## src/rtl/npic_pkg.sv

```systemverilog
`timescale 1ns / 1ps

package npic_pkg;

  localparam int LEVELS   = 8;
  localparam int LVL_W    = 3;   // width of an in-range level
  localparam int REQ_LVL_W = 4;  // width of the requested level field

  typedef enum logic {
    CMD_RAISE = 1'b0,
    CMD_END   = 1'b1
  } cmd_t;

  typedef struct packed {
    cmd_t                 command;
    logic [REQ_LVL_W-1:0] level;
  } npic_req_t;

  typedef struct packed {
    logic             dispatch_valid;
    logic [LVL_W-1:0] dispatch_level;
    logic [LVL_W-1:0] current_level;
    logic             error_flag;
  } npic_rsp_t;

  // Highest set bit of pend strictly above floor; zero when there is none.
  function automatic logic [LVL_W-1:0] highest_above(logic [LEVELS-1:0] pend,
                                                     logic [LVL_W-1:0]  floor);
    logic [LVL_W-1:0] found;
    found = '0;
    for (int j = 0; j < LEVELS; j++) begin
      if (pend[j] && (LVL_W'(j) > floor)) begin
        found = LVL_W'(j);
      end
    end
    return found;
  endfunction

endpackage

```

## src/rtl/npic_core.sv

```systemverilog
`timescale 1ns / 1ps

module npic_core (
  input  logic               clk,
  input  logic               rst,
  input  logic               en,
  input  npic_pkg::npic_req_t req,
  output npic_pkg::npic_rsp_t rsp
);

  logic [npic_pkg::LEVELS-1:0] pending;
  logic [npic_pkg::LEVELS-1:0] pending_next;
  logic [npic_pkg::LVL_W-1:0]  saved [npic_pkg::LEVELS];
  logic [npic_pkg::LVL_W-1:0]  cur;
  logic [npic_pkg::LVL_W-1:0]  cur_next;

  logic [npic_pkg::LEVELS-1:0] pend_mid;
  logic [npic_pkg::LVL_W-1:0]  base;
  logic [npic_pkg::LVL_W-1:0]  found;
  logic                        err;
  logic                        start;

  always_comb begin
    err      = 1'b0;
    pend_mid = pending;
    base     = cur;
    if (req.command == npic_pkg::CMD_RAISE) begin
      if (req.level >= npic_pkg::REQ_LVL_W'(npic_pkg::LEVELS)) begin
        err = 1'b1;
      end else begin
        pend_mid[req.level[npic_pkg::LVL_W-1:0]] = 1'b1;
      end
    end else begin
      if (cur == '0) begin
        err = 1'b1;
      end else begin
        base = saved[cur];   // pop the interrupted priority
      end
    end

    found        = npic_pkg::highest_above(pend_mid, base);
    start        = !err && (found != '0);
    pending_next = pend_mid;
    cur_next     = base;
    if (start) begin
      pending_next[found] = 1'b0;
      cur_next            = found;
    end
    if (err) begin
      pending_next = pending;
      cur_next     = cur;
    end

    rsp.dispatch_valid = start;
    rsp.dispatch_level = start ? found : '0;
    rsp.current_level  = cur_next;
    rsp.error_flag     = err;
  end

  always_ff @(posedge clk) begin
    if (rst) begin
      pending <= '0;
      cur     <= '0;
    end else if (en) begin
      pending <= pending_next;
      cur     <= cur_next;
    end
  end

  // saved priorities are written on dispatch only; no reset needed
  always_ff @(posedge clk) begin
    if (en && start) begin
      saved[found] <= base;
    end
  end

endmodule

```

## src/rtl/nested_priority_interrupt_controller.sv

```systemverilog
`timescale 1ns / 1ps
// A request accepted into the input register reaches m_tvalid through the result register.
// Throughput: one request per cycle; s_tready drops only while both the input
//   register and the result register hold data and m_tready is low.
// One priority encode over the pending bits plus the state update per request.
// Reset (rst, synchronous, active high) clears pending bits, the current
//   priority and both valid flags; saved priorities are left as they are.

module nested_priority_interrupt_controller (
  input  logic       clk,
  input  logic       rst,
  // request stream
  input  logic       s_tvalid,
  output logic       s_tready,
  input  logic [7:0] s_tdata,   // [0] command, [4:1] level, [7:5] zero
  // result stream
  output logic       m_tvalid,
  input  logic       m_tready,
  output logic [7:0] m_tdata    // [0] dispatch_valid, [3:1] dispatch_level,
                                // [6:4] current_level, [7] error_flag
);

  // Input register stage
  logic                in_valid;
  npic_pkg::npic_req_t in_req;

  // Result register stage
  logic                out_valid;
  npic_pkg::npic_rsp_t out_rsp;

  npic_pkg::npic_rsp_t rsp;
  logic                advance;   // result register can take a new value
  logic                fire;      // request in the input register is processed
  logic                s_fire;

  assign advance  = !out_valid || m_tready;
  assign fire     = in_valid && advance;
  assign s_tready = !in_valid || advance;
  assign s_fire   = s_tvalid && s_tready;

  always_ff @(posedge clk) begin
    if (rst) begin
      in_valid <= 1'b0;
    end else begin
      in_valid <= s_fire || (in_valid && !advance);
    end
  end

  always_ff @(posedge clk) begin
    if (s_fire) begin
      in_req.command <= npic_pkg::cmd_t'(s_tdata[0]);
      in_req.level   <= s_tdata[npic_pkg::REQ_LVL_W:1];
    end
  end

  // State and the dispatch decision live in the core; it updates on fire only.
  npic_core u_core (
    .clk (clk),
    .rst (rst),
    .en  (fire),
    .req (in_req),
    .rsp (rsp)
  );

  always_ff @(posedge clk) begin
    if (rst) begin
      out_valid <= 1'b0;
    end else if (advance) begin
      out_valid <= in_valid;
    end
  end

  always_ff @(posedge clk) begin
    if (fire) begin
      out_rsp <= rsp;
    end
  end

  assign m_tvalid = out_valid;
  assign m_tdata  = {out_rsp.error_flag, out_rsp.current_level,
                     out_rsp.dispatch_level, out_rsp.dispatch_valid};

  // A dispatched level becomes the current level and is never an error.
  a_dispatch_is_current: assert property (@(posedge clk) disable iff (rst)
    (m_tvalid && m_tdata[0]) |-> (m_tdata[3:1] == m_tdata[6:4]) && !m_tdata[7])
    else $error("dispatched level differs from current level");

  // Without a dispatch, dispatch_level reports zero.
  a_idle_level_zero: assert property (@(posedge clk) disable iff (rst)
    (m_tvalid && !m_tdata[0]) |-> (m_tdata[3:1] == 3'd0))
    else $error("dispatch_level nonzero without dispatch");

  // A processed request always lands in the result register next cycle.
  a_fire_lands: assert property (@(posedge clk) disable iff (rst)
    fire |=> out_valid)
    else $error("processed request lost");

  // The core never reports a dispatch together with an error.
  a_no_err_dispatch: assert property (@(posedge clk) disable iff (rst)
    fire |-> !(rsp.error_flag && rsp.dispatch_valid))
    else $error("dispatch on an erroneous request");

endmodule
```

## config.mk

```make
export PLATFORM = sky130hd
export DESIGN_NAME = nested_priority_interrupt_controller
export DESIGN_NICKNAME = d
export VERILOG_FILES = /design/src/rtl/npic_pkg.sv /design/src/rtl/npic_core.sv /design/src/rtl/nested_priority_interrupt_controller.sv
export SDC_FILE = /design/constraint.sdc
export NUM_CORES = 1
export LEC_CHECK = 0
export ABC_AREA = 1
export BUFFER_PORTS_ARGS = -buffer_cell sky130_fd_sc_hd__buf_2
export CAP_MARGIN = 5
export CORE_MARGIN = 2
export CORE_UTILIZATION = 53
export DETAILED_ROUTE_END_ITERATION = 7
export GPL_TIMING_DRIVEN = 0
export PLACE_DENSITY = 0.75
export RECOVER_POWER = 50
export SYNTH_ARGS = -nofsm -noshare
export SYNTH_HDL_FRONTEND = slang
export SYNTH_HIERARCHICAL = 1
export SYNTH_SLANG_ARGS = --single-unit
```

## constraint.sdc

```tcl
create_clock -name clk -period 2.5 [get_ports clk]
set_input_delay 0.5 -clock clk [delete_from_list [all_inputs] [get_ports clk]]
set_output_delay 0.5 -clock clk [all_outputs]
set_load 0.005 [all_outputs]
```

==> results of run 1 <==
[logic make-up after synthesis]
kind of cell | after synthesis | synth area share
other cells | 1 | 0.00153
flops | 52 | 0.575
buf+inv | 56 | 0.0933
simple gates | 134 | 0.280
compound gates | 19 | 0.0500
[power by group through the flow]
| stage | sequential (W) | combinational (W) | clock [W] |
|---|---|---|---|
| after floorplan | 0.000991 | 0.000139 | 0 |
| after global placement | 0.000992 | 0.000189 | 0 |
| after detailed placement | 0.000993 | 0.000191 | 0 |
| after CTS | 0.000974 | 0.000204 | 0.000478 |
| after global routing | 0.000980 | 0.000291 | 0.000510 |
| final | 0.000977 | 0.000269 | 0.000469 |
[timing repair]
| action | CTS | global route |
|---|---|---|
| endpoints found under the setup margin | 24 | 26 |
| pin swaps | 1 | 17 |
| gates cloned | 0 | 1 |
| buffers inserted | 1 | 22 |
| endpoints found under the hold margin | 0 | 0 |
| resized for setup | 11 | 25 |
[worst max path at each step]
stage	from	end	cells past startpoint
floorplan	m_tready	u_core/saved[2][0]	6
detailed placement	m_tready	u_core/saved[4][0]	7
global route	in_req[4]	u_core/saved[5][0]	17
CTS	flip-flop	u_core/saved[2][2]	13
global placement	m_tready	u_core/saved[4][1]	7
finish	flip-flop	u_core/saved[4][0]	17
[per-layer routing]
metal	vias up	global-route usage
met5	-	0
met4	0	0.115
met3	21	0.0500
met2	76	0.307
met1	882	0.239
li1	945	-
[cells in the final DEF, fill, tap and decap left out, drive strengths merged]
master	synthesis	layout
nand4	5	5
conb	1	3
or2	1	1
a31oi	2	2
nor3	3	3
buf	4	45
o21bai	3	3
inv	52	52
dfxtp	15	15
clkinvlp	0	1
nand2	71	71
o2111ai	1	1
clkinv	0	1
o211ai	3	3
nor4	4	4
clkbuf	0	7
edfxtp	37	37
nand3	27	27
nor2	23	23
o21a	1	1
a21oi	4	4
o21ai	5	5
[sequential cells by signal (all words and copies together) (netlist names), named ones only]
signal,flops
u_core/saved,24
m_tdata,8
u_core/pending,7
in_req,5
u_core/cur,3
in_valid,1
m_tvalid,1
[worst register-to-register path: stages (launching register included)]
cell and delay (ns):
dfxtp_4 0.39, inv_4 0.05, buf_6 0.12, nand2_1 0.06, nand3_1 0.12, nand3_2 0.12, nand3_2 0.10, nand2_4 0.14
nand2_1 0.06, nand2_1 0.07, nand2_1 0.07, nand2_1 0.07, nand2_1 0.07, nand2_2 0.10, nand2_4 0.12, buf_6 0.15
nor4_4 0.27, buf_4 0.18
[stage by stage]
step / setup TNS, ns / cell area (um^2) / util / total power, W
after floorplan: 0 / 2460 / - / 0.00113
after global placement: -9.96 / 2620 / 0.594 / 0.00118
after detailed placement: -11.12 / 2620 / 0.594 / 0.00118
after CTS: -0.0420 / 2780 / 0.630 / 0.00166
after global routing: -1.09 / 3050 / 0.690 / 0.00178
final: -0.0462 / 3050 / 0.690 / 0.00172
[area by class of cell]
class                      instances  area (um^2)
tap                               52         65.1
clock buffer                       6         72.6
clock inverter                     2         16.3
inverter                          52          200
buffer                             4         37.5
sequential                        52         1420
fill                             330         1370
multi-input combinational        156          963
timing repair buffer              42          275
==> impl_metrics.tcl, run 1 <==
set metrics [dict create \
    grt_pass1_wl_um 7560 \
    io_buffers 18 \
    root_buffer "clkbuf_8" \
    via_per_inst 5.26 \
    switching_share 0.264 \
    clkTransAtPathRegs_ns 0.09 \
    chipWidth_um 72.0 \
    synthTopCellsByCount "nand2_1, inv_1, edfxtp_1" \
    num_vias 1924 \
    core_um2 4410 \
    worstSetupEndpointType "flip-flop" \
    ys_types 31 \
    dr.pass1.iters 4 \
    critical_path.top_delay_family "simple AND/OR/NAND/NOR gates" \
    grt_pass1_vias 1676 \
    dr_wl_met3_um 346 \
    hp-class "in2reg" \
    whs_path_depth 1 \
    diodes 0 \
    p_int_w 0.00126 \
    area_growth_pct 24.2 \
    comb_power_share 0.157 \
    rows 24 \
    arrival_ns 2.55 \
    dp_hpwl_um 3270 \
    async_flop_share 0 \
    timing.final.crit_share 1.01 \
    cp_slowest_cell "dfxtp_4" \
    peakVddDrop_uv 367 \
    power_frac_seq 0.569 \
    holdPathEnd "in_req[3]" \
    grt_usage 0.193 \
    rrSetupSlack_ns -0.01 \
    cts_max_level 2 \
    cts_hold_buf 0 \
    skew_ns 0.00793 \
    criticalPathCategory "reg2reg" \
    yosys_register_bits 52 \
    synth_warnings 6 \
    crit_fanout 8 \
    setup_viol 6 \
    wl_per_cell_um 14.6 \
    failed_checks "negative setup slack" \
    place_ws_ns -0.566 \
    wl_met2_um 2670 \
    routabilityCongestion 0.853 \
    syn_inst 262 \
    layout-drive-gt1-share 0.318 \
    final_cells 366 \
    synth_top_area_share 0.453 \
    syn_area_um2 2450 \
    wirelength_um 5340 \
    ant_nets 0 \
    crit_top_cell "nand2_1" \
    hold_viol_final 0 \
    drt_iter0_drc 124 \
    synth_flop_cell "edfxtp_1" \
    antenna_found_initial 0 \
    timing.rr.end "u_core/saved[4][0]" \
    route.detailed.drc 0 \
    maxCapViolCount 0 \
    dp_cells 334 \
    synth_edf_count 37 \
    synth_top_cell_by_area "edfxtp_1" \
    overflow 0 \
    yosys-top-cells-area "edfxtp_1, dfxtp_1, nand2_1, inv_1, nand3_1" \
    crit_chain "inv_4 > buf_6 > nand2_1 > nand3_1 > nand3_2 > nand3_2 > nand2_4 > nand2_1 > nand2_1 > nand2_1 > nand2_1 > nand2_1 > nand2_2 > nand2_4 > buf_6 > nor4_4 > buf_4" \
    hold_start "s_tdata[4]" \
    cts.path.max_buffers 2 \
    insertion_delay_ns 0.31 \
    startpoint_type "flip-flop" \
    cpPeakStageDelay_ns 0.39 \
    hold_slack_ns 0.360 \
    ioPinCount 22 \
    cts_tree "yes" \
    fin_ws_ns -0.0130 \
    yosysMostFrequentCell "nand2_1" \
    p_leak_nw 1.39 \
    top_layer "met4" \
    die_area_um2 5190 \
    die_h_um 72.0 \
    powerDensity_nw_per_um2 563 \
    nNetsFinal 325 \
    fin_crit_ns 2.51 \
    grt_max_degree 17 \
    initial_core_util 0.556 \
    timing_worst_slew_pin_value_ns 0.645 \
    clock.fmax_mhz 398 \
    clock_sinks 52 \
    relSlewSlack 0.568 \
    pwr-share-clk 0.273 \
    rr_worst_depth 17 \
    numCtsBuffers 5 \
    yosysSeqAreaShare 0.575 \
    drt-met1-wl_um 2110 \
    crit_required_ns 2.54 \
    maxSlewViolCount 0 \
    switchingPower_w 0.000454 \
    syn_area_per_cell_um2 9.36 \
    status "complete, but fails checks" \
    critPathBufInv 4 \
]
Power figures use the tool's default switching activity.
==> inputs of run 2 (changes only) <==
--- a/config.mk
+++ b/config.mk
@@ -13,4 +13,5 @@
 export DETAILED_ROUTE_END_ITERATION = 7
 export GPL_TIMING_DRIVEN = 0
+export HOLD_SLACK_MARGIN = 0.08
 export PLACE_DENSITY = 0.75
 export RECOVER_POWER = 50
==> constraint.sdc (replaced) <==
create_clock -name clk -period 2.5 [get_ports clk]
set_input_delay 0.25 -clock clk [delete_from_list [all_inputs] [get_ports clk]]
set_output_delay 0.25 -clock clk [all_outputs]
set_load 0.005 [all_outputs]
==> run 2 against run 1 <==
  * Power grew 7.5%
  * Wire length shrank 3.4%
  * Die area is the same
  * Largest power group unchanged
  * Cell count shrank 1.1%
  * Non-clock buffer count shrank 5
  * Count of clock-buffer cells in the layout is the same
  * Combinational power is essentially flat
  * Global-route usage grew 0.25 points
  * The run now ends clean
  * Flip-flop and latch count is the same
  * Clock power grew 28%
  * Largest cell class unchanged
==> impl_metrics.tcl, run 2 (synthesis results as in run 1) <==
set metrics [dict create \
    ant_nets 0 \
    hold_viol_final 0 \
    area_growth_pct 23.8 \
    wirelength_um 5160 \
    endpoint "u_core/saved[4][0]" \
    cts_max_level 2 \
    timing.rr.end "u_core/saved[4][0]" \
    maxCapViolCount 0 \
    ioPinCount 22 \
    clock_sinks 52 \
    whs_path_depth 1 \
    p_leak_nw 1.37 \
    timing_worst_slew_pin_value_ns 0.550 \
    num_vias 1892 \
    hold_slack_ns 0.111 \
    final_cell_mix "nand2_1, inv_1, edfxtp_1, buf_4" \
    arrival_ns 2.38 \
    numCtsBuffers 5 \
    mostFrequentLayoutCell "nand2_1" \
    routabilityCongestion 0.848 \
    clkTransAtPathRegs_ns 0.10 \
    overflow 0 \
    die_area_um2 5190 \
    dp_hpwl_um 3220 \
    crit_required_ns 2.47 \
    grt_pass1_vias 1725 \
    skew_ns 0.0132 \
    dpl_cell_area_um2 2620 \
    drt_iter0_drc 94 \
    fillCellCount 331 \
    clock.fmax_mhz 415 \
    startpoint_type "flip-flop" \
    top_register "u_core/saved" \
    dp_cells 334 \
    cts_hold_buf 0 \
    setup_viol 0 \
    grt_usage 0.196 \
    insertion_delay_ns 0.31 \
    fin_crit_ns 2.41 \
    via_per_inst 5.23 \
    chipWidth_um 72.0 \
    crit_fanout 8 \
    rrSetupSlack_ns 0.09 \
    diodes 0 \
    io_buffers 18 \
    root_buffer "clkbuf_8" \
    wl_per_cell_um 14.2 \
    rr_worst_depth 14 \
    criticalPathCategory "reg2reg" \
    relSlewSlack 0.632 \
    hp-class "in2reg" \
    rows 24 \
    layout-drive-gt1-share 0.306 \
    timing.final.crit_share 0.964 \
    antenna_found_initial 0 \
    dr.pass1.iters 4 \
    design_area_um2 3040 \
    route.detailed.drc 0 \
    nNetsFinal 321 \
    largest_reg_flops 24 \
    powerDensity_nw_per_um2 607 \
    cts.path.max_buffers 2 \
    final_cells 362 \
    grt_pass1_wl_um 7730 \
    maxSlewViolCount 0 \
    status "complete, no violations" \
    core_um2 4410 \
    worstSetupEndpointType "flip-flop" \
    peakVddDrop_uv 410 \
    cts_tree "yes" \
    initial_core_util 0.556 \
    grt_max_degree 17 \
    die_h_um 72.0 \
]
## run 2: changes by cell type in the layout (fill, tap and decap cells not counted), sizes merged
cell      before  now
nand2         71   72
buf           45   38
clkbuf         7    9
clkinvlp       1    0
bufinv         0    1
## run 2: per-layer routing
metal | vias to the layer above | share of wire | routed length (um) | track usage
li1 | 941 | - | - | -
met1 | 891 | 0.43 | 2210 | 0.254
met4 | 0 | 0.023 | 121 | 0.0901
met2 | 48 | 0.51 | 2640 | 0.317
met3 | 12 | 0.035 | 180 | 0.0417
met5 | - | 0 | 0 | 0
## run 2: cell type report
class	count	area, um^2	area share
Buffer	4	37.5	0.0124
Timing Repair Buffer	37	229	0.0754
Sequential cell	52	1420	0.466
Tap cell	52	65.1	0.0214
Multi-Input combinational cell	157	971	0.320
Inverter	52	198	0.0651
Clock buffer	6	82.6	0.0272
Clock inverter	2	38.8	0.0128
## run 2: power by group
| part | total (W) | internal (W) | switching [W] |
|---|---|---|---|
| sequential | 0.000975 | 0.000958 | 0.0000175 |
| clock | 0.000602 | 0.000327 | 0.000274 |
| combinational | 0.000268 | 0.000100 | 0.000167 |
## run 2: timing repair
item | in CTS | in global routing
resized for setup | 12 | 22
pin swaps | 0 | 12
setup buffers | 0 | 18
endpoints found under the setup margin | 27 | 25
cloned | 0 | 2
## run 2: critical path, stage by stage, from the launching register on
cell	delay (ns)
dfxtp_4	0.39
inv_4	0.05
buf_6	0.12
nand2_1	0.06
nand3_1	0.07
nand3_1	0.11
nand3_2	0.12
nand2_4	0.14
buf_4	0.12
nand2_1	0.05
nand2_1	0.13
nand2_4	0.11
inv_1	0.08
o21ai_1	0.12
nor4_4	0.42
## run 2: metrics by stage
stage                util  total power (W)  TNS [ns]  worst slack (ns)
detailed placement  0.593          0.00118    -11.94            -0.663
finish              0.688          0.00184         0            0.0900
global route        0.688          0.00191    -0.324           -0.0483
global placement    0.593          0.00118    -11.54            -0.639
floorplan               -          0.00113         0            0.0920
CTS                 0.636          0.00179         0           0.00240
## run 2: worst min path at each step
stage,endpoint,slack [ns],startpoint
after floorplan,in_valid,0.31,rst
after global placement,in_req[3],0.43,s_tdata[4]
after detailed placement,in_req[0],0.43,s_tdata[1]
after CTS,in_req[3],0.11,s_tdata[4]
after global routing,in_req[4],0.10,s_tdata[0]
final,in_req[3],0.11,s_tdata[4]
